`src/hw/rtl/pldrc_pkg.sv`:
```
// ----------------------------------------------------------------------------
// pldrc_pkg
// Shared types and constants for the phase lock detector with replay check.
// ----------------------------------------------------------------------------
package pldrc_pkg;

    // field widths
    localparam int PE_W    = 24;
    localparam int TS_W    = 48;
    localparam int OMEGA_W = 64;
    localparam int SALT_W  = 10;
    localparam int SCORE_W = 17;
    localparam int SUM_W   = 20;
    localparam int DVD_W   = 64;
    localparam int DSR_W   = 32;
    localparam int CNT_W   = 6;
    localparam int PROD_W  = 2 * SUM_W;

    // salt reduction widths
    localparam int FOLD_W      = 27;
    localparam int QUO_W       = 17;
    localparam int RECIP_W     = 28;
    localparam int SALT_PROD_W = FOLD_W + RECIP_W;

    // stream word widths
    localparam int S_TDATA_W = 152;
    localparam int M_TDATA_W = 24;

    // configuration port
    localparam int PADDR_W = 4;
    localparam int PDATA_W = 32;

    typedef enum logic [1:0] {
        REG_LOCK_IN  = 2'd0,
        REG_DROP_OUT = 2'd1,
        REG_WINDOW   = 2'd2
    } t_reg_idx;

    localparam logic [SCORE_W-1:0] LOCK_IN_RST  = 17'd52429;
    localparam logic [SCORE_W-1:0] DROP_OUT_RST = 17'd32768;
    localparam logic [DSR_W-1:0]   WINDOW_RST   = 32'd1000000;

    // arithmetic constants
    localparam logic [SCORE_W-1:0] SCORE_ONE   = 17'd65536;
    localparam logic [SUM_W-1:0]   RECIP10     = 20'd838861;  // ceil(2^23 / 10)
    localparam int                 RECIP_SHIFT = 23;
    localparam logic [63:0]        FNV_BASIS   = 64'hCBF29CE484222325;
    localparam logic [8:0]         FNV_PRIME_LO = 9'h1B3;     // prime = 2^40 + 0x1B3
    localparam int                 FNV_PRIME_SH = 40;
    localparam logic [SALT_W-1:0]  SALT_MOD    = 10'd1000;
    // 2^16, 2^32, 2^48 modulo 1000, for folding the hash
    localparam logic [SALT_W-1:0]  MOD_2P16    = 10'd536;
    localparam logic [SALT_W-1:0]  MOD_2P32    = 10'd296;
    localparam logic [SALT_W-1:0]  MOD_2P48    = 10'd656;
    // ceil(2^37 / 1000); exact quotient for any folded value
    localparam logic [RECIP_W-1:0] SALT_RECIP  = 28'd137438954;
    localparam int                 SALT_SHIFT  = 37;
    localparam logic [CNT_W-1:0]   DIV_LAST    = 6'd63;
    localparam logic [CNT_W-1:0]   HASH_LAST   = 6'd7;

    typedef enum logic [3:0] {
        ST_IDLE,
        ST_EMA_SUM,
        ST_EMA_MUL,
        ST_DIV_TS,
        ST_HASH_INIT,
        ST_HASH,
        ST_SALT_FOLD,
        ST_SALT_QUO,
        ST_SALT_REM,
        ST_FINISH
    } t_state;

    // controller to datapath commands
    typedef struct packed {
        logic       load;          // capture input word
        logic       ema_sum;       // score + 9*average
        logic       ema_mul;       // multiply by reciprocal of ten
        logic       div_load_ts;   // divider: timestamp / window
        logic       div_step;      // one restoring step
        logic       hash_init;     // seed hash and key
        logic       hash_step;     // fold one key byte
        logic       salt_fold;     // hash folded to a small value mod 1000
        logic       salt_quo;      // quotient by reciprocal of 1000
        logic       salt_rem;      // remainder = expected salt
        logic [2:0] byte_sel;
        logic       finish;        // update state, load result word
    } t_cmd;

endpackage

```
`src/hw/rtl/pldrc_ctrl.sv`:
```
// ----------------------------------------------------------------------------
// pldrc_ctrl
// Sequencer: steps the datapath through score, epoch divide, hash and
// salt reduction; owns the stream handshakes.
// ----------------------------------------------------------------------------
module pldrc_ctrl (
    input  logic            i_clk,
    input  logic            i_rst_n,
    input  logic            i_s_tvalid,
    output logic            o_s_tready,
    output logic            o_m_tvalid,
    input  logic            i_m_tready,
    output pldrc_pkg::t_cmd o_cmd
);
    import pldrc_pkg::*;

    t_state           r_state, n_state;
    logic [CNT_W-1:0] r_cnt, n_cnt;
    logic             r_out_valid, n_out_valid;
    logic             out_free;

    assign out_free   = !r_out_valid || i_m_tready;
    assign o_s_tready = (r_state == ST_IDLE);
    assign o_m_tvalid = r_out_valid;

    // state, step counter, result-valid flag
    always_ff @(posedge i_clk) begin
        if (!i_rst_n) begin
            r_state     <= ST_IDLE;
            r_cnt       <= '0;
            r_out_valid <= 1'b0;
        end else begin
            r_state     <= n_state;
            r_cnt       <= n_cnt;
            r_out_valid <= n_out_valid;
        end
    end

    // next state
    always_comb begin
        n_state     = r_state;
        n_cnt       = r_cnt;
        n_out_valid = r_out_valid && !i_m_tready;
        case (r_state)
            ST_IDLE: begin
                if (i_s_tvalid) n_state = ST_EMA_SUM;
            end
            ST_EMA_SUM: n_state = ST_EMA_MUL;
            ST_EMA_MUL: begin
                n_state = ST_DIV_TS;
                n_cnt   = '0;
            end
            ST_DIV_TS: begin
                n_cnt = r_cnt + 1'b1;
                if (r_cnt == DIV_LAST) n_state = ST_HASH_INIT;
            end
            ST_HASH_INIT: begin
                n_state = ST_HASH;
                n_cnt   = '0;
            end
            ST_HASH: begin
                n_cnt = r_cnt + 1'b1;
                if (r_cnt == HASH_LAST) n_state = ST_SALT_FOLD;
            end
            ST_SALT_FOLD: n_state = ST_SALT_QUO;
            ST_SALT_QUO:  n_state = ST_SALT_REM;
            ST_SALT_REM:  n_state = ST_FINISH;
            ST_FINISH: begin
                if (out_free) begin
                    n_state     = ST_IDLE;
                    n_out_valid = 1'b1;
                end
            end
            default: n_state = ST_IDLE;
        endcase
    end

    // datapath commands
    always_comb begin
        o_cmd          = '0;
        o_cmd.byte_sel = r_cnt[2:0];
        case (r_state)
            ST_IDLE:      o_cmd.load          = i_s_tvalid;
            ST_EMA_SUM:   o_cmd.ema_sum       = 1'b1;
            ST_EMA_MUL: begin
                o_cmd.ema_mul     = 1'b1;
                o_cmd.div_load_ts = 1'b1;
            end
            ST_DIV_TS:    o_cmd.div_step      = 1'b1;
            ST_HASH_INIT: o_cmd.hash_init     = 1'b1;
            ST_HASH:      o_cmd.hash_step     = 1'b1;
            ST_SALT_FOLD: o_cmd.salt_fold     = 1'b1;
            ST_SALT_QUO:  o_cmd.salt_quo      = 1'b1;
            ST_SALT_REM:  o_cmd.salt_rem      = 1'b1;
            ST_FINISH:    o_cmd.finish        = out_free;
            default:      o_cmd               = '0;
        endcase
    end

endmodule

```
`src/hw/rtl/pldrc_dpath.sv`:
```
// ----------------------------------------------------------------------------
// pldrc_dpath
// Datapath: score and average, restoring divider for the epoch number,
// FNV-1a-64 hash, salt reduction, lock trigger and result word.
// ----------------------------------------------------------------------------
module pldrc_dpath (
    input  logic                                  i_clk,
    input  logic                                  i_rst_n,
    input  pldrc_pkg::t_cmd                       i_cmd,
    input  logic [pldrc_pkg::S_TDATA_W-1:0]       i_s_tdata,
    input  logic [pldrc_pkg::SCORE_W-1:0]         i_lock_in,
    input  logic [pldrc_pkg::SCORE_W-1:0]         i_drop_out,
    input  logic [pldrc_pkg::DSR_W-1:0]           i_window,
    output logic [pldrc_pkg::M_TDATA_W-1:0]       o_m_tdata
);
    import pldrc_pkg::*;

    // captured input word
    logic [PE_W-1:0]    r_pe;
    logic [TS_W-1:0]    r_ts;
    logic [OMEGA_W-1:0] r_omega;
    logic [SALT_W-1:0]  r_salt;

    // average path
    logic [SUM_W-1:0]   r_sum;
    logic [PROD_W-1:0]  r_prod;
    logic [SCORE_W-1:0] r_avg;
    logic               r_lock;

    // divider and hash
    logic [DSR_W-1:0]   r_rem;
    logic [DVD_W-1:0]   r_dvd;
    logic [DSR_W-1:0]   r_dsr;
    logic [63:0]        r_hash;
    logic [63:0]        r_key;

    // salt reduction
    logic [FOLD_W-1:0]  r_fold;
    logic [QUO_W-1:0]   r_quo;
    logic [SALT_W-1:0]  r_exp;

    // result word
    logic               r_o_locked;
    logic               r_o_replay;
    logic [SCORE_W-1:0] r_o_ema;

    logic [PE_W-1:0]    mag;
    logic [30:0]        m100;
    logic [30:0]        sub;
    logic [SCORE_W-1:0] score;
    logic [DSR_W:0]     trial;
    logic               ge;
    logic [DSR_W-1:0]   n_rem;
    logic [63:0]        hx;
    logic [63:0]        n_hash;
    logic [FOLD_W-1:0]      fold;
    logic [SALT_PROD_W-1:0] salt_prod;
    logic [SCORE_W-1:0] avg_new;
    logic               lock_trig;
    logic               replay;

    // score = 65536 - ceil(100*|e| / 64), clamped at zero
    always_comb begin
        mag   = r_pe[PE_W-1] ? (PE_W'(0) - r_pe) : r_pe;
        m100  = 31'(mag) * 31'd100;
        sub   = (m100 + 31'd63) >> 6;
        score = (sub >= 31'(SCORE_ONE)) ? '0 : SCORE_W'(31'(SCORE_ONE) - sub);
    end

    // restoring divide step
    always_comb begin
        trial = {r_rem, r_dvd[DVD_W-1]};
        ge    = (trial >= {1'b0, r_dsr});
        n_rem = ge ? DSR_W'(trial - {1'b0, r_dsr}) : trial[DSR_W-1:0];
    end

    // FNV-1a step; multiply by 2^40 + 0x1B3 modulo 2^64
    always_comb begin
        hx     = r_hash ^ {56'd0, r_key[8*i_cmd.byte_sel +: 8]};
        n_hash = (hx << FNV_PRIME_SH) + (hx * 64'(FNV_PRIME_LO));
    end

    // hash mod 1000: fold 16-bit chunks by their weights mod 1000, then
    // quotient by reciprocal multiplication
    always_comb begin
        fold = FOLD_W'(r_hash[15:0])
             + FOLD_W'(r_hash[31:16]) * FOLD_W'(MOD_2P16)
             + FOLD_W'(r_hash[47:32]) * FOLD_W'(MOD_2P32)
             + FOLD_W'(r_hash[63:48]) * FOLD_W'(MOD_2P48);
        salt_prod = SALT_PROD_W'(r_fold) * SALT_PROD_W'(SALT_RECIP);
    end

    // average / 10 by reciprocal, Schmitt trigger, salt compare
    always_comb begin
        avg_new = r_prod[RECIP_SHIFT +: SCORE_W];
        if (!r_lock && (avg_new >= i_lock_in))
            lock_trig = 1'b1;
        else if (r_lock && (avg_new < i_drop_out))
            lock_trig = 1'b0;
        else
            lock_trig = r_lock;
        replay = (r_salt != r_exp);
    end

    // payload registers
    always_ff @(posedge i_clk) begin
        if (i_cmd.load) begin
            r_pe    <= i_s_tdata[PE_W-1:0];
            r_ts    <= i_s_tdata[PE_W +: TS_W];
            r_omega <= i_s_tdata[PE_W+TS_W +: OMEGA_W];
            r_salt  <= i_s_tdata[PE_W+TS_W+OMEGA_W +: SALT_W];
        end
        if (i_cmd.ema_sum)
            r_sum <= SUM_W'(score) + SUM_W'(r_avg) * SUM_W'(9);
        if (i_cmd.ema_mul)
            r_prod <= PROD_W'(r_sum) * PROD_W'(RECIP10);
        if (i_cmd.div_load_ts) begin
            r_rem <= '0;
            r_dvd <= DVD_W'(r_ts);
            r_dsr <= (i_window == '0) ? DSR_W'(1) : i_window;
        end else if (i_cmd.div_step) begin
            r_rem <= n_rem;
            r_dvd <= {r_dvd[DVD_W-2:0], ge};
        end
        if (i_cmd.hash_init) begin
            r_hash <= FNV_BASIS;
            r_key  <= r_dvd ^ r_omega;
        end else if (i_cmd.hash_step) begin
            r_hash <= n_hash;
        end
        if (i_cmd.salt_fold)
            r_fold <= fold;
        if (i_cmd.salt_quo)
            r_quo <= salt_prod[SALT_SHIFT +: QUO_W];
        if (i_cmd.salt_rem)
            r_exp <= SALT_W'(r_fold - FOLD_W'(r_quo) * FOLD_W'(SALT_MOD));
        if (i_cmd.finish) begin
            r_o_locked <= lock_trig && !replay;
            r_o_replay <= replay;
            r_o_ema    <= replay ? '0 : avg_new;
        end
    end

    // detector state
    always_ff @(posedge i_clk) begin
        if (!i_rst_n) begin
            r_avg  <= '0;
            r_lock <= 1'b0;
        end else if (i_cmd.finish) begin
            r_avg  <= replay ? '0 : avg_new;
            r_lock <= lock_trig && !replay;
        end
    end

    assign o_m_tdata = {{(M_TDATA_W-SCORE_W-2){1'b0}}, r_o_ema, r_o_replay, r_o_locked};

endmodule

```
`src/hw/rtl/phase_lock_detector_replay_check_top.sv`:
```
// ----------------------------------------------------------------------------
// phase_lock_detector_replay_check_top
// Phase lock detector with salt-based replay check; APB register file.
// ----------------------------------------------------------------------------
//  Channel   Dir  Width  Contents
//  s_axis    in   152    phase_error, timestamp, omega_bits, salt_code
//  m_axis    out  24     locked, replay_detected, ema_score
//  apb       cfg  32     lock_in @0x0, drop_out @0x4, epoch_window @0x8
//
// One word is taken at a time; the input is not ready again until the
// result is loaded. The radix-2 divider for the epoch number takes 64
// steps, plus eight hash steps, three for the salt modulo and setup steps.
// Synchronous active-low reset clears the average, lock and handshakes.
// A result waiting on m_axis stalls only the final step of the next word.
module phase_lock_detector_replay_check_top (
    input  logic                                  i_clk,
    input  logic                                  i_rst_n,
    // input word: [23:0] phase_error, [71:24] timestamp,
    // [135:72] omega_bits, [145:136] salt_code
    input  logic                                  i_s_tvalid,
    output logic                                  o_s_tready,
    input  logic [pldrc_pkg::S_TDATA_W-1:0]       i_s_tdata,
    // result word: [0] locked, [1] replay_detected, [18:2] ema_score
    output logic                                  o_m_tvalid,
    input  logic                                  i_m_tready,
    output logic [pldrc_pkg::M_TDATA_W-1:0]       o_m_tdata,
    // configuration
    input  logic                                  psel,
    input  logic                                  penable,
    input  logic                                  pwrite,
    input  logic [pldrc_pkg::PADDR_W-1:0]         paddr,
    input  logic [pldrc_pkg::PDATA_W-1:0]         pwdata,
    output logic [pldrc_pkg::PDATA_W-1:0]         prdata,
    output logic                                  pready
);
    import pldrc_pkg::*;

    logic [SCORE_W-1:0] r_lock_in;
    logic [SCORE_W-1:0] r_drop_out;
    logic [DSR_W-1:0]   r_window;
    t_reg_idx           reg_idx;
    logic               wr_en;
    t_cmd               cmd;

    assign pready  = 1'b1;
    assign reg_idx = t_reg_idx'(paddr[3:2]);
    assign wr_en   = psel && penable && pwrite && pready;

    // register writes
    always_ff @(posedge i_clk) begin
        if (!i_rst_n) begin
            r_lock_in  <= LOCK_IN_RST;
            r_drop_out <= DROP_OUT_RST;
            r_window   <= WINDOW_RST;
        end else if (wr_en) begin
            case (reg_idx)
                REG_LOCK_IN:  r_lock_in  <= pwdata[SCORE_W-1:0];
                REG_DROP_OUT: r_drop_out <= pwdata[SCORE_W-1:0];
                REG_WINDOW:   r_window   <= pwdata;
                default:      ;
            endcase
        end
    end

    // register reads
    always_comb begin
        case (reg_idx)
            REG_LOCK_IN:  prdata = PDATA_W'(r_lock_in);
            REG_DROP_OUT: prdata = PDATA_W'(r_drop_out);
            REG_WINDOW:   prdata = r_window;
            default:      prdata = '0;
        endcase
    end

    pldrc_ctrl u_ctrl (
        .i_clk      (i_clk),
        .i_rst_n    (i_rst_n),
        .i_s_tvalid (i_s_tvalid),
        .o_s_tready (o_s_tready),
        .o_m_tvalid (o_m_tvalid),
        .i_m_tready (i_m_tready),
        .o_cmd      (cmd)
    );

    pldrc_dpath u_dpath (
        .i_clk      (i_clk),
        .i_rst_n    (i_rst_n),
        .i_cmd      (cmd),
        .i_s_tdata  (i_s_tdata),
        .i_lock_in  (r_lock_in),
        .i_drop_out (r_drop_out),
        .i_window   (r_window),
        .o_m_tdata  (o_m_tdata)
    );

endmodule

```
`config.mk`:
```
export PLATFORM = sky130hd
export DESIGN_NAME = phase_lock_detector_replay_check_top
export DESIGN_NICKNAME = d
export VERILOG_FILES = /design/src/hw/rtl/pldrc_pkg.sv /design/src/hw/rtl/pldrc_ctrl.sv /design/src/hw/rtl/pldrc_dpath.sv /design/src/hw/rtl/phase_lock_detector_replay_check_top.sv
export SDC_FILE = /design/constraint.sdc
export NUM_CORES = 2
export LEC_CHECK = 0
export BUFFER_PORTS_ARGS = -buffer_cell sky130_fd_sc_hd__buf_2
export CORE_AREA = 2 2 431 433
export CTS_CLUSTER_DIAMETER = 60
export CTS_CLUSTER_SIZE = 14
export DETAILED_ROUTE_END_ITERATION = 10
export DIE_AREA = 0 0 433 435
export GPL_ROUTABILITY_DRIVEN = 0
export SYNTH_ARGS = -nofsm -noshare
export SYNTH_HDL_FRONTEND = slang
export SYNTH_HIERARCHICAL = 1
export SYNTH_SLANG_ARGS = --single-unit
```
`constraint.sdc`:
```
create_clock -name i_clk -period 20.5 [get_ports i_clk]
set_clock_uncertainty 0.2 [all_clocks]
set_input_delay 6.15 -clock i_clk [delete_from_list [all_inputs] [get_ports i_clk]]
set_output_delay 6.15 -clock i_clk [all_outputs]
set_load 0.05 [all_outputs]
```
==> metrics.md <==
| Metric | Value |
|---|---|
| Gr usage total | 17.5% |
| Via/cell ratio | 4.83 |
| Reg-to-Reg Start | u_dpath/r_pe[5] |
| Pleak | 0.0340 uW |
| Sequential cell area | 15900 um^2 |
| CTS buffer count | 73 |
| Top routing layer in use | met4 |
| Clk pin slew, worst setup/hold paths | 60 ps |
| Die width | 433 um |
| Max_slew headroom | 25.1% |
| Sink Count | 597 |
| Die footprint | 188000 um^2 |
| RSZ-0062 raised after global routing | false |
| Pre-Repair DR Iteration Count | 5 |
| Worst vdd ir | 0.179 mV |
| Mean post-synth cell area | 10.3 um^2 |
| WL met1 | 69800 um |
| RR Endpoint | u_dpath/r_sum[18] |
| Synth Warn # | 6 |
| CP arrival | 8170 ps |
| Actual slew at the worst max-slew pin | 1120 ps |
| H-tree levels | 3 |
| Yosys reg bits | 597 |
| Number of global-route vias before repair | 45600 |
| Core Util, Final | 38.3% |
| Post-CTS Setup Inserts | 0 |
| CTS root buffer | clkbuf_16 |
| Number of synthesized flops with an enable pin | 390 |
| CP Class | in -> out |
| Clk_lat worst skew | 690 ps |
| Worst endpoint required time | 14150 ps |
| Crit end category | output pin |
| Grt ovf | 0 |
| Register area share after synthesis | 24.7% |
| CP Launch Type | primary input |
| Post-synth top flop | edfxtp_1 |
| Crit path time final | 14520 ps |
| Final Worst Setup Slack | 5980 ps |
| Cells after Synth | 6197 |
| CP max stage delay | 540 ps |
| Fmax | 68.8 MHz |
| Area of the multi-input gates | 42400 um^2 |
| Mapped cell area | 64100 um^2 |
| ANT nets after route | 0 |
| Worst Setup EP | prdata[16] |
| Initial antenna violation count | 13 |
| R2r setup slk | 9740 ps |
| PortBufs | 239 |
| Setup violators final | 0 |
| CP Max Fanout | 40 |
| Core Area | 184000 um^2 |
| Post-DR wirelength/cell | 18.1 um |
| Setup TNS | 0 ps |
| FP Rows | 158 |
| Crit path cell chain | buf_2 > nor2b_4 > buf_4 > nand2_1 > o21ai_0 > buf_2 |
| DRC violations left | 0 |
| Endpoints failing hold | 0 |
| Met2 WL | 81400 um |
| First-pass GRT wire length | 257000 um |
| Initial Util | 34.8% |
| Largest net degree at the start of global routing | 147 |
| # hold bufs at CTS | 0 |
| Pwr Total | 10300 uW |
| Crit-path most repeated cell | buf_2 |
| Pre-CTS setup slack | 5980 ps |
| Final WL | 162000 um |
| Fillers | 18100 |
| Hold Path Class | reg -> reg |
| Final Cycle Share | 70.9% |
| Ports | 254 |
| Via count | 43200 |
| Initial DRC Count | 2361 |
| Layout area overhead | 9.90% |
| Post-DP HPWL | 135000 um |
| Share of cells above drive strength 1 | 7.64% |
| Layout Nets | 8290 |
| Asr flop ratio synth | 0% |
| Setup crit start | paddr[3] |
| CP max stage cell | buf_2 |
| Unique masters post-synth | 96 |
| Status | complete, no violations |
| CTS max path bufs | 3 |
| Met3 wire length | 6200 um |
| Max Cap Viol | 0 |
| Pwr per Cell Area | 146 nW/um^2 |
| Resize count post-CTS | 0 |
| Die H | 435 um |
| CTS tree | yes |
| Slew Viols, Final | 0 |
| R2R depth | 36 |
cells by family (layout without fill, tap and decap cells):
| kind of cell | after synthesis | in the layout | share of synthesized area (%) |
|---|---|---|---|
| compound gates | 792 | 792 | 8.26 |
| mux | 214 | 214 | 3.75 |
| simple gates | 1009 | 1009 | 7.75 |
| buf+inv | 1530 | 1786 | 9.19 |
| other cells | 2 | 10 | 0.0117 |
| xor+xnor | 356 | 356 | 4.88 |
| fa+ha+maj | 1697 | 1697 | 41.4 |
| flops | 597 | 597 | 24.7 |
routing by layer:
layer | global-route usage (%) | vias to the layer above
met2 | 30.9 | 798
met4 | 5.18 | 0
li1 | - | 20900
met1 | 22.3 | 21400
met3 | 1.97 | 199
met5 | 0 | -
worst min-delay path by stage:
| stage | startpoint | to | slack [ps] | cells after the start |
|---|---|---|---|---|
| after floorplan | u_dpath/r_rem[1] | u_dpath/r_rem[1] | 240 | 2 |
| after global placement | r_drop_out[12] | r_drop_out[12] | 260 | 2 |
| after detailed placement | r_drop_out[10] | r_drop_out[10] | 260 | 2 |
| after CTS | r_drop_out[2] | r_drop_out[2] | 280 | 2 |
| after global routing | r_drop_out[2] | r_drop_out[2] | 280 | 2 |
| final | u_dpath/r_rem[1] | u_dpath/r_rem[1] | 280 | 2 |
metrics by stage:
stage,area [um^2],hold slack [ps],std cells
after floorplan,64100,242,6201
after global placement,68000,259,8803
after detailed placement,68000,263,8803
after CTS,70400,278,8937
after global routing,70400,285,8938
final,70400,278,8941
flip-flops by register name (all words and copies together) (netlist names), 6 cells and up:
signal / count
u_dpath/r_sum: 20
u_dpath/r_prod: 17
u_dpath/r_key: 64
u_dpath/r_hash: 64
u_dpath/r_quo: 7
u_dpath/r_dvd: 64
u_dpath/r_o_ema: 17
u_dpath/r_ts: 48
u_dpath/r_avg: 17
u_dpath/r_fold: 27
u_dpath/r_exp: 10
u_dpath/r_omega: 64
r_lock_in: 17
u_dpath/r_rem: 32
u_dpath/r_pe: 24
u_dpath/r_dsr: 32
r_window: 32
u_ctrl/r_cnt: 6
u_dpath/r_salt: 10
r_drop_out: 17
cells in the final DEF (no fill, tap or decap), types with 186 or more instances in the layout:
cell	count
inv_1	1385
ha_1	990
fa_1	707
edfxtp_1	390
nand2_1	289
nor2_1	250
buf_2	238
xnor2_1	209
dfxtp_1	207
a21oi_1	186
cell usage after synthesis (19+ instances only):
| cell | count | share of area (%) |
|---|---|---|
| a211oi_1 | 45 | 0.53 |
| a21boi_0 | 31 | 0.36 |
| a21o_1 | 87 | 1.0 |
| a21oi_1 | 186 | 1.5 |
| a31oi_1 | 19 | 0.19 |
| and2_1 | 57 | 0.56 |
| and3_1 | 28 | 0.27 |
| clkbuf_1 | 91 | 0.53 |
| dfxtp_1 | 207 | 6.5 |
| edfxtp_1 | 390 | 18 |
| fa_1 | 707 | 22 |
| ha_1 | 990 | 19 |
| inv_1 | 1386 | 8.1 |
| mux2_2 | 51 | 0.90 |
| mux2i_1 | 147 | 2.3 |
| nand2_1 | 289 | 1.7 |
| nand2b_1 | 67 | 0.65 |
| nand3_1 | 65 | 0.51 |
| nand4_1 | 35 | 0.34 |
| nor2_1 | 252 | 1.5 |
| nor2b_1 | 39 | 0.38 |
| nor3_1 | 62 | 0.48 |
| nor4_1 | 24 | 0.23 |
| o211ai_1 | 33 | 0.39 |
| o21a_1 | 49 | 0.57 |
| o21ai_0 | 145 | 1.1 |
| o21bai_1 | 27 | 0.32 |
| o31ai_1 | 24 | 0.28 |
| or3_1 | 20 | 0.20 |
| xnor2_1 | 209 | 2.9 |
| xor2_1 | 146 | 2.0 |
final cells by class:
cell class,count,area share [%]
inverter,1387,7.39
clock buffer,97,2.81
clock inverter,37,0.654
tap,2480,4.41
timing repair buffer,265,2.00
antenna,4,0.0142
multi-input combinational,4074,60.2
sequential,597,22.5
critical path: cells and delay by family:
kind / cells / cell delay (ps)
compound gates: 1 / 230
buf+inv: 3 / 1360
simple gates: 2 / 360
where the power goes:
| group | internal (uW) | total, uW | switching [uW] | leakage, uW |
|---|---|---|---|---|
| combinational | 3100 | 7340 | 4240 | 0.0275 |
| sequential | 1520 | 1650 | 129 | 0.00526 |
| clock | 730 | 1300 | 572 | 0.00118 |
| total | 5350 | 10300 | 4940 | 0.0340 |
Note: power is estimated with default switching activity, not from simulation.
